===== src/hw/rtl/let_pkg.sv =====
// shared types and constants of the line ending translator
// no dependencies; imported by line_ending_translator, let_front, let_queue and let_back
package let_pkg;

   localparam logic [7:0] CH_CR = 8'h0D;
   localparam logic [7:0] CH_LF = 8'h0A;

   localparam logic [2:0] MODE_NONE       = 3'd0;
   localparam logic [2:0] MODE_CR_TO_CRLF = 3'd1;
   localparam logic [2:0] MODE_LF_TO_CRLF = 3'd2;
   localparam logic [2:0] MODE_CRLF_TO_CR = 3'd3;
   localparam logic [2:0] MODE_LF_TO_CR   = 3'd4;
   localparam logic [2:0] MODE_CRLF_TO_LF = 3'd5;
   localparam logic [2:0] MODE_CR_TO_LF   = 3'd6;

   localparam int QUEUE_DEPTH_DEF = 4;

   // one translated input: one or two output bytes
   typedef struct packed {
      logic       two;
      logic [7:0] b0;
      logic [7:0] b1;
   } entry_type;

   typedef struct packed {
      logic      valid;
      entry_type entry;
   } push_type;

endpackage


===== src/hw/rtl/line_ending_translator.sv =====
// line ending translator: one byte in, zero to two bytes out per item
// an accepted item passes through the queue and then the output register to the result ports
// throughput: one item per cycle while req_full is low; an item that expands to two bytes
// holds the output register for both of its bytes, the queue absorbs the difference
// reset (synchronous, active high) sets mode to pass-through, clears seen-cr and
// empties queue and output register; depends on let_pkg, let_front, let_queue, let_back
module line_ending_translator
   import let_pkg::*;
#(
   parameter int QUEUE_DEPTH = QUEUE_DEPTH_DEF
) (
   input  logic       clock,
   input  logic       reset,
   input  logic       req_push,
   output logic       req_full,
   input  logic [7:0] req_in_byte,
   output logic       rsp_empty,
   input  logic       rsp_pop,
   output logic [7:0] rsp_out_byte,
   output logic       rsp_last,
   input  logic       csr_wr_en,
   input  logic [2:0] csr_mode
);

   push_type  push;
   entry_type q_head;
   logic      q_empty, q_full, q_pop;

   assign req_full = q_full;

   let_front u_front (
      .clock     (clock),
      .reset     (reset),
      .accept    (req_push && !q_full),
      .in_byte   (req_in_byte),
      .csr_wr_en (csr_wr_en),
      .csr_mode  (csr_mode),
      .push      (push)
   );

   let_queue #(.DEPTH(QUEUE_DEPTH)) u_queue (
      .clock (clock),
      .reset (reset),
      .push  (push),
      .pop   (q_pop),
      .empty (q_empty),
      .full  (q_full),
      .head  (q_head)
   );

   let_back u_back (
      .clock        (clock),
      .reset        (reset),
      .q_empty      (q_empty),
      .q_head       (q_head),
      .q_pop        (q_pop),
      .rsp_empty    (rsp_empty),
      .rsp_pop      (rsp_pop),
      .rsp_out_byte (rsp_out_byte),
      .rsp_last     (rsp_last)
   );

endmodule


===== src/hw/rtl/let_front.sv =====
// front end: mode register, seen-cr flag and per-item classification
// depends on let_pkg; feeds let_queue
module let_front
   import let_pkg::*;
(
   input  logic       clock,
   input  logic       reset,
   input  logic       accept,
   input  logic [7:0] in_byte,
   input  logic       csr_wr_en,
   input  logic [2:0] csr_mode,
   output push_type   push
);

   logic [2:0] mode_ff, mode_in;
   logic       seen_cr_ff, seen_cr_in;
   logic       emit;
   logic       two;
   logic [7:0] b0, b1;
   logic       next_seen;

   always_comb begin
      emit      = 1'b1;
      two       = 1'b0;
      b0        = in_byte;
      b1        = in_byte;
      next_seen = seen_cr_ff;
      unique case (mode_ff)
         MODE_CR_TO_CRLF: begin
            if (in_byte == CH_CR) begin
               two = 1'b1;
               b0  = CH_CR;
               b1  = CH_LF;
            end
         end
         MODE_LF_TO_CRLF: begin
            if (in_byte == CH_LF) begin
               two = 1'b1;
               b0  = CH_CR;
               b1  = CH_LF;
            end
         end
         MODE_CRLF_TO_CR: begin
            if (seen_cr_ff) begin
               next_seen = 1'b0;
               emit      = (in_byte != CH_LF);
            end else begin
               next_seen = (in_byte == CH_CR);
            end
         end
         MODE_LF_TO_CR: begin
            if (in_byte == CH_LF) begin
               b0 = CH_CR;
            end
         end
         MODE_CRLF_TO_LF: begin
            if (seen_cr_ff) begin
               next_seen = 1'b0;
               if (in_byte != CH_LF) begin
                  two = 1'b1;
                  b0  = CH_CR;
               end
            end else if (in_byte == CH_CR) begin
               next_seen = 1'b1;
               emit      = 1'b0;
            end
         end
         MODE_CR_TO_LF: begin
            if (in_byte == CH_CR) begin
               b0 = CH_LF;
            end
         end
         default: begin
            emit = 1'b1;
         end
      endcase
   end

   always_comb begin
      mode_in    = mode_ff;
      seen_cr_in = seen_cr_ff;
      priority if (csr_wr_en) begin
         mode_in    = csr_mode;
         seen_cr_in = 1'b0;
      end else if (accept) begin
         seen_cr_in = next_seen;
      end else begin
         seen_cr_in = seen_cr_ff;
      end
   end

   always_ff @(posedge clock) begin
      if (reset) begin
         mode_ff    <= MODE_NONE;
         seen_cr_ff <= 1'b0;
      end else begin
         mode_ff    <= mode_in;
         seen_cr_ff <= seen_cr_in;
      end
   end

   assign push.valid     = accept && emit;
   assign push.entry.two = two;
   assign push.entry.b0  = b0;
   assign push.entry.b1  = b1;

endmodule


===== src/hw/rtl/let_queue.sv =====
// short queue of translated entries between front and back
// depends on let_pkg
module let_queue
   import let_pkg::*;
#(
   parameter int DEPTH = QUEUE_DEPTH_DEF
) (
   input  logic      clock,
   input  logic      reset,
   input  push_type  push,
   input  logic      pop,
   output logic      empty,
   output logic      full,
   output entry_type head
);

   localparam int PW = (DEPTH > 1) ? $clog2(DEPTH) : 1;
   localparam int CW = $clog2(DEPTH + 1);
   localparam logic [PW-1:0] LAST_PTR = PW'(DEPTH - 1);
   localparam logic [CW-1:0] FULL_CNT = CW'(DEPTH);

   entry_type     mem [DEPTH];
   logic [PW-1:0] wr_ptr_ff, wr_ptr_in;
   logic [PW-1:0] rd_ptr_ff, rd_ptr_in;
   logic [CW-1:0] count_ff, count_in;
   logic          do_push, do_pop;

   assign empty   = (count_ff == '0);
   assign full    = (count_ff == FULL_CNT);
   assign do_push = push.valid && !full;
   assign do_pop  = pop && !empty;
   assign head    = mem[rd_ptr_ff];

   always_comb begin
      wr_ptr_in = wr_ptr_ff;
      rd_ptr_in = rd_ptr_ff;
      count_in  = count_ff;
      if (do_push) begin
         wr_ptr_in = (wr_ptr_ff == LAST_PTR) ? '0 : wr_ptr_ff + 1'b1;
      end
      if (do_pop) begin
         rd_ptr_in = (rd_ptr_ff == LAST_PTR) ? '0 : rd_ptr_ff + 1'b1;
      end
      if (do_push && !do_pop) begin
         count_in = count_ff + 1'b1;
      end else if (do_pop && !do_push) begin
         count_in = count_ff - 1'b1;
      end
   end

   always_ff @(posedge clock) begin
      if (reset) begin
         wr_ptr_ff <= '0;
         rd_ptr_ff <= '0;
         count_ff  <= '0;
      end else begin
         wr_ptr_ff <= wr_ptr_in;
         rd_ptr_ff <= rd_ptr_in;
         count_ff  <= count_in;
      end
   end

   always_ff @(posedge clock) begin
      if (do_push) begin
         mem[wr_ptr_ff] <= push.entry;
      end
   end

endmodule


===== src/hw/rtl/let_back.sv =====
// back end: output register that plays out one or two bytes per entry
// depends on let_pkg; drains let_queue
module let_back
   import let_pkg::*;
(
   input  logic       clock,
   input  logic       reset,
   input  logic       q_empty,
   input  entry_type  q_head,
   output logic       q_pop,
   output logic       rsp_empty,
   input  logic       rsp_pop,
   output logic [7:0] rsp_out_byte,
   output logic       rsp_last
);

   logic      valid_ff, valid_in;
   logic      phase_ff, phase_in;
   entry_type cur_ff, cur_in;
   logic      take, second, load;

   assign take   = valid_ff && rsp_pop;
   assign second = take && cur_ff.two && !phase_ff;
   assign load   = !valid_ff || (take && !second);
   assign q_pop  = load && !q_empty;

   always_comb begin
      valid_in = valid_ff;
      phase_in = phase_ff;
      cur_in   = cur_ff;
      priority if (second) begin
         phase_in = 1'b1;
      end else if (load) begin
         valid_in = !q_empty;
         phase_in = 1'b0;
         cur_in   = q_head;
      end else begin
         valid_in = valid_ff;
      end
   end

   always_ff @(posedge clock) begin
      if (reset) begin
         valid_ff <= 1'b0;
         phase_ff <= 1'b0;
      end else begin
         valid_ff <= valid_in;
         phase_ff <= phase_in;
      end
   end

   always_ff @(posedge clock) begin
      cur_ff <= cur_in;
   end

   assign rsp_empty    = !valid_ff;
   assign rsp_out_byte = phase_ff ? cur_ff.b1 : cur_ff.b0;
   assign rsp_last     = phase_ff || !cur_ff.two;

endmodule


===== config.mk =====
export PLATFORM = sky130hd
export DESIGN_NAME = line_ending_translator
export DESIGN_NICKNAME = d
export VERILOG_FILES = /design/src/hw/rtl/let_pkg.sv /design/src/hw/rtl/line_ending_translator.sv /design/src/hw/rtl/let_front.sv /design/src/hw/rtl/let_queue.sv /design/src/hw/rtl/let_back.sv
export SDC_FILE = /design/constraint.sdc
export NUM_CORES = 1
export LEC_CHECK = 0
export BUFFER_PORTS_ARGS = -buffer_cell sky130_fd_sc_hd__buf_2
export CAP_MARGIN = 20
export CORE_AREA = 5 5 87 89
export CTS_BUF_LIST = sky130_fd_sc_hd__clkbuf_2
export CTS_CLUSTER_DIAMETER = 100
export CTS_CLUSTER_SIZE = 16
export DETAILED_ROUTE_END_ITERATION = 10
export DIE_AREA = 0 0 92 94
export HOLD_SLACK_MARGIN = 0.06
export PLACE_DENSITY = 0.8
export SLEW_MARGIN = 5
export SYNTH_ARGS = -nofsm -noshare
export SYNTH_HDL_FRONTEND = slang
export SYNTH_SLANG_ARGS = --single-unit
export TNS_END_PERCENT = 10

===== constraint.sdc =====
create_clock -name clock -period 2.75 [get_ports clock]
set_input_delay 0.1375 -clock clock [delete_from_list [all_inputs] [get_ports clock]]
set_output_delay 0.1375 -clock clock [all_outputs]
set_load 0.01 [all_outputs]

==> impl_metrics.csv <==
group,metric,value,unit
status,status,"complete, no violations",
yosys,ys_seq_elements,98,
setup_path,end_kind,"flop",
placement,io_buffer_count,26,
setup_path,reg2reg_from,"u_front.mode_ff[2]",
grt,overflow,0,
setup_path,startpoint_type,"flop",
layout,drive_above_1_share,26.9,%
layout,final_core_util,68.9,%
power,p_leak,1.66,nW
yosys,ys.flop_type,"edfxtp_1",
power,ir_worst_vdd,0.000384,V
setup_path,path_delay_family,"adder cells",
detailed_routing,drt_first_pass_iters,4,
setup_path,crit_path_top_delay_cell,"dfxtp_1",
grt,grt_usage,17.4,%
sta,max-slew-margin-rel,41.6,%
sta,setup_viol,0,
yosys,postSynthAreaPerCell,17.0,um2
detailed_routing,drcViolationCount,0,
sta,max_freq,391,MHz
yosys,synthAdderAreaFrac,2.37,%
placement,place.gp.congestion,0.855,
detailed_routing,avgViaCountPerCell,5.73,
sta,rsz0062_at_grt,"false",
yosys,ys_seq_area_share,70.0,%
clock_tree,htreeDepth,3,
grt,grt_pass1_vias,2112,
min_path,whs_path_depth,2,
clock_tree,cts_max_path_buffers,2,
detailed_routing,routed_wl,6940,um
yosys,synth_compound_area_share,3.02,%
power,p_per_area,827,mW/mm2
setup_path,required,3.25,ns
min_path,hold_end,"u_queue.mem[2][6]",
setup_path,reg2reg_depth,9,
grt,antenna_found_initial,0,
setup_path,arrival,3.06,ns
yosys,synth_cells,237,
setup_path,critPathMaxStageDelay,0.55,ns
flow_run,maxCapViolCount,0,
clock_tree,cts.sinks,98,
setup_path,path_buf_inv,1,
sta,min_period,2.56,ns
clock_tree,cts_buffers,9,
clock_tree,clkSlewWorstSetupHoldPaths,0.29,ns
floorplanning,io_pins,27,
yosys,synth.distinct_cells,39,
clock_tree,cts_tree,"yes",
yosys,syn-cell-area,0.00402,mm2
clock_tree,root_buffer,"clkbuf_2",
power,report.power.total,3.81,mW
yosys,synth_edf_count,85,
sta,worst-slew-pin-transition,0.873,ns
setup_path,crit_chain,"nand4b_1 -> o22ai_1 -> a41oi_2 -> ha_1 -> inv_1 -> fa_1 -> xor2_1 -> or3_1 -> a21oi_1",
grt,grt_pass1_wl,11100,um
min_path,hold_start,"req_in_byte[6]",
yosys,async_flop_share,0,%
yosys,synth_top_family_by_area,"multiplexers",
detailed_routing,drtIter0Drc,145,
floorplanning,initial_core_util,60.2,%
layout,instances_no_fill,374,
sta,skew,0.0302,ns
sta,timing.hold.ws,0.355,ns
yosys,ys_warn_count,0,
yosys,yosys.area_share.simple,8.03,%
setup_path,r2r_slack,0.19,ns
detailed_routing,ant_nets,0,
placement,dpl_worst_slack,0.207,ns
floorplanning,die_h,94,um
sta,tns,0,ns
clock_tree,insertion_delay,0.55,ns
setup_path,worstSetupPathType,"flop to flop",
placement,placed_cell_area,0.00427,mm2
yosys,synthMuxAreaShare,13.8,%
floorplanning,die_area,0.00865,mm2
setup_path,r2r_end,"u_queue.count_ff[2]",
sta,finalMaxSlewViolations,0,
grt,grt_max_degree,21,
yosys,synth_fp_nets,260,
sta,fin_ws,0.193,ns
sta,fin_crit_sh,93.0,%
detailed_routing,vias,2143,
min_path,hold_path.class,"primary input to flop",
placement,place_inst,338,
layout,antennaDiodeCount,0,
layout,multi_input_area,0.00112,mm2
floorplanning,coreArea,0.00668,mm2
detailed_routing,wire_per_inst,18.6,um
layout,area_growth,14.6,%
yosys,synth_xor_area_share,0.654,%
layout,nets,312,
layout,seq_area,0.00281,mm2
floorplanning,row_count,30,
layout,final_cell_area,0.00461,mm2
setup_path,path_max_fanout,9,
layout,fillers,440,
floorplanning,die_w,92,um
sta,finalHoldViolations,0,
placement,dp_hpwl,4570,um
==> power by group <==
| part | switching (mW) | internal, mW | leakage [nW] |
|---|---|---|---|
| logic | 0.498 | 0.518 | 0.664 |
| clock network | 0.504 | 0.238 | 0.0822 |
| registers | 0.105 | 1.95 | 0.909 |
| total | 1.11 | 2.70 | 1.66 |
==> registers in the layout, summed over array words and instances, names as in the netlist <==
register / count
u_back.phase_ff: 1
u_queue.mem: 68
u_back.valid_ff: 1
u_queue.rd_ptr_ff: 2
u_back.cur_ff: 17
u_queue.wr_ptr_ff: 2
u_queue.count_ff: 3
u_front.mode_ff: 3
u_front.seen_cr_ff: 1
==> kinds of logic (layout without fill, tap and decap cells) <==
| kind of cell | Yosys count | count (layout) |
|---|---|---|
| adders and majority gates | 7 | 7 |
| muxes | 33 | 33 |
| buffers and inverters | 21 | 78 |
| DFF | 98 | 98 |
| and+or+nand+nor | 59 | 59 |
| AOI/OAI and AO/OA | 16 | 16 |
| xor gates and xnor gates | 3 | 3 |
==> metal layers <==
layer	vias to the layer above	GRT usage (%)	part of all wire, %
li1	1009	-	-
met1	1064	22.7	43
met2	55	29.0	51
met3	15	2.48	3.7
met4	0	8.29	3.0
met5	-	0	0
==> what timing repair did <==
item / CTS / global route
hold buffers: 20 / 0
buffers inserted: 0 / 0
resized for setup: 0 / 0
hold endpoints to repair: 71 / 0
==> worst max-delay path by stage <==
| stage | from | endpoint | depth (start not counted) |
|---|---|---|---|
| 4_1_cts | u_front.mode_ff[2] | u_queue.count_ff[2] | 9 |
| 6_report | u_front.mode_ff[2] | u_queue.count_ff[2] | 9 |
| 3_3_place_gp | u_front.mode_ff[2] | u_queue.count_ff[2] | 9 |
| 3_5_place_dp | u_front.mode_ff[2] | u_queue.count_ff[2] | 9 |
| 5_1_grt | u_front.mode_ff[1] | u_queue.count_ff[2] | 9 |
| 2_1_floorplan | u_front.mode_ff[0] | u_queue.count_ff[2] | 10 |
==> Yosys cell counts, types with 3 or more instances <==
master / number / area, um2
edfxtp_1: 85 / 2550
nor2_1: 22 / 82.6
mux4_2: 17 / 383
dfxtp_1: 13 / 260
and2_1: 10 / 62.6
clkbuf_1: 10 / 37.5
mux2_2: 8 / 90.1
mux2i_1: 8 / 80.1
inv_1: 7 / 26.3
ha_1: 6 / 75.1
nand2_1: 6 / 22.5
a21oi_1: 5 / 25.0
nand2b_1: 4 / 25.0
a21o_1: 3 / 22.5
nand3_1: 3 / 15.0
==> layout by cell type, fill, tap and decap left out, drive strengths merged, types with 2 or more instances in the layout <==
| cell type | Yosys | final |
|---|---|---|
| mux4 | 17 | 17 |
| nand3 | 3 | 3 |
| or3b | 2 | 2 |
| dlygate4sd3 | 0 | 20 |
| nor3 | 2 | 2 |
| clkbuf | 10 | 9 |
| a21oi | 5 | 5 |
| a21o | 3 | 3 |
| mux2 | 8 | 8 |
| inv | 7 | 11 |
| clkinv | 0 | 2 |
| o21ai | 2 | 2 |
| and2 | 10 | 10 |
| ha | 6 | 6 |
| dfxtp | 13 | 13 |
| nor2 | 22 | 22 |
| edfxtp | 85 | 85 |
| nand2 | 6 | 6 |
| mux2i | 8 | 8 |
| buf | 4 | 35 |
| nand2b | 5 | 5 |
| xor2 | 2 | 2 |
==> final cells by class <==
cell class / count / share of cell area, %
sequential: 98 / 61.1
multi-input combinational: 118 / 24.3
timing repair buffer: 55 / 8.91
tap: 80 / 2.17
clock inverter: 7 / 2.01
clock buffer: 9 / 0.978
inverter: 7 / 0.570
Note: power is estimated with default switching activity, not from simulation.
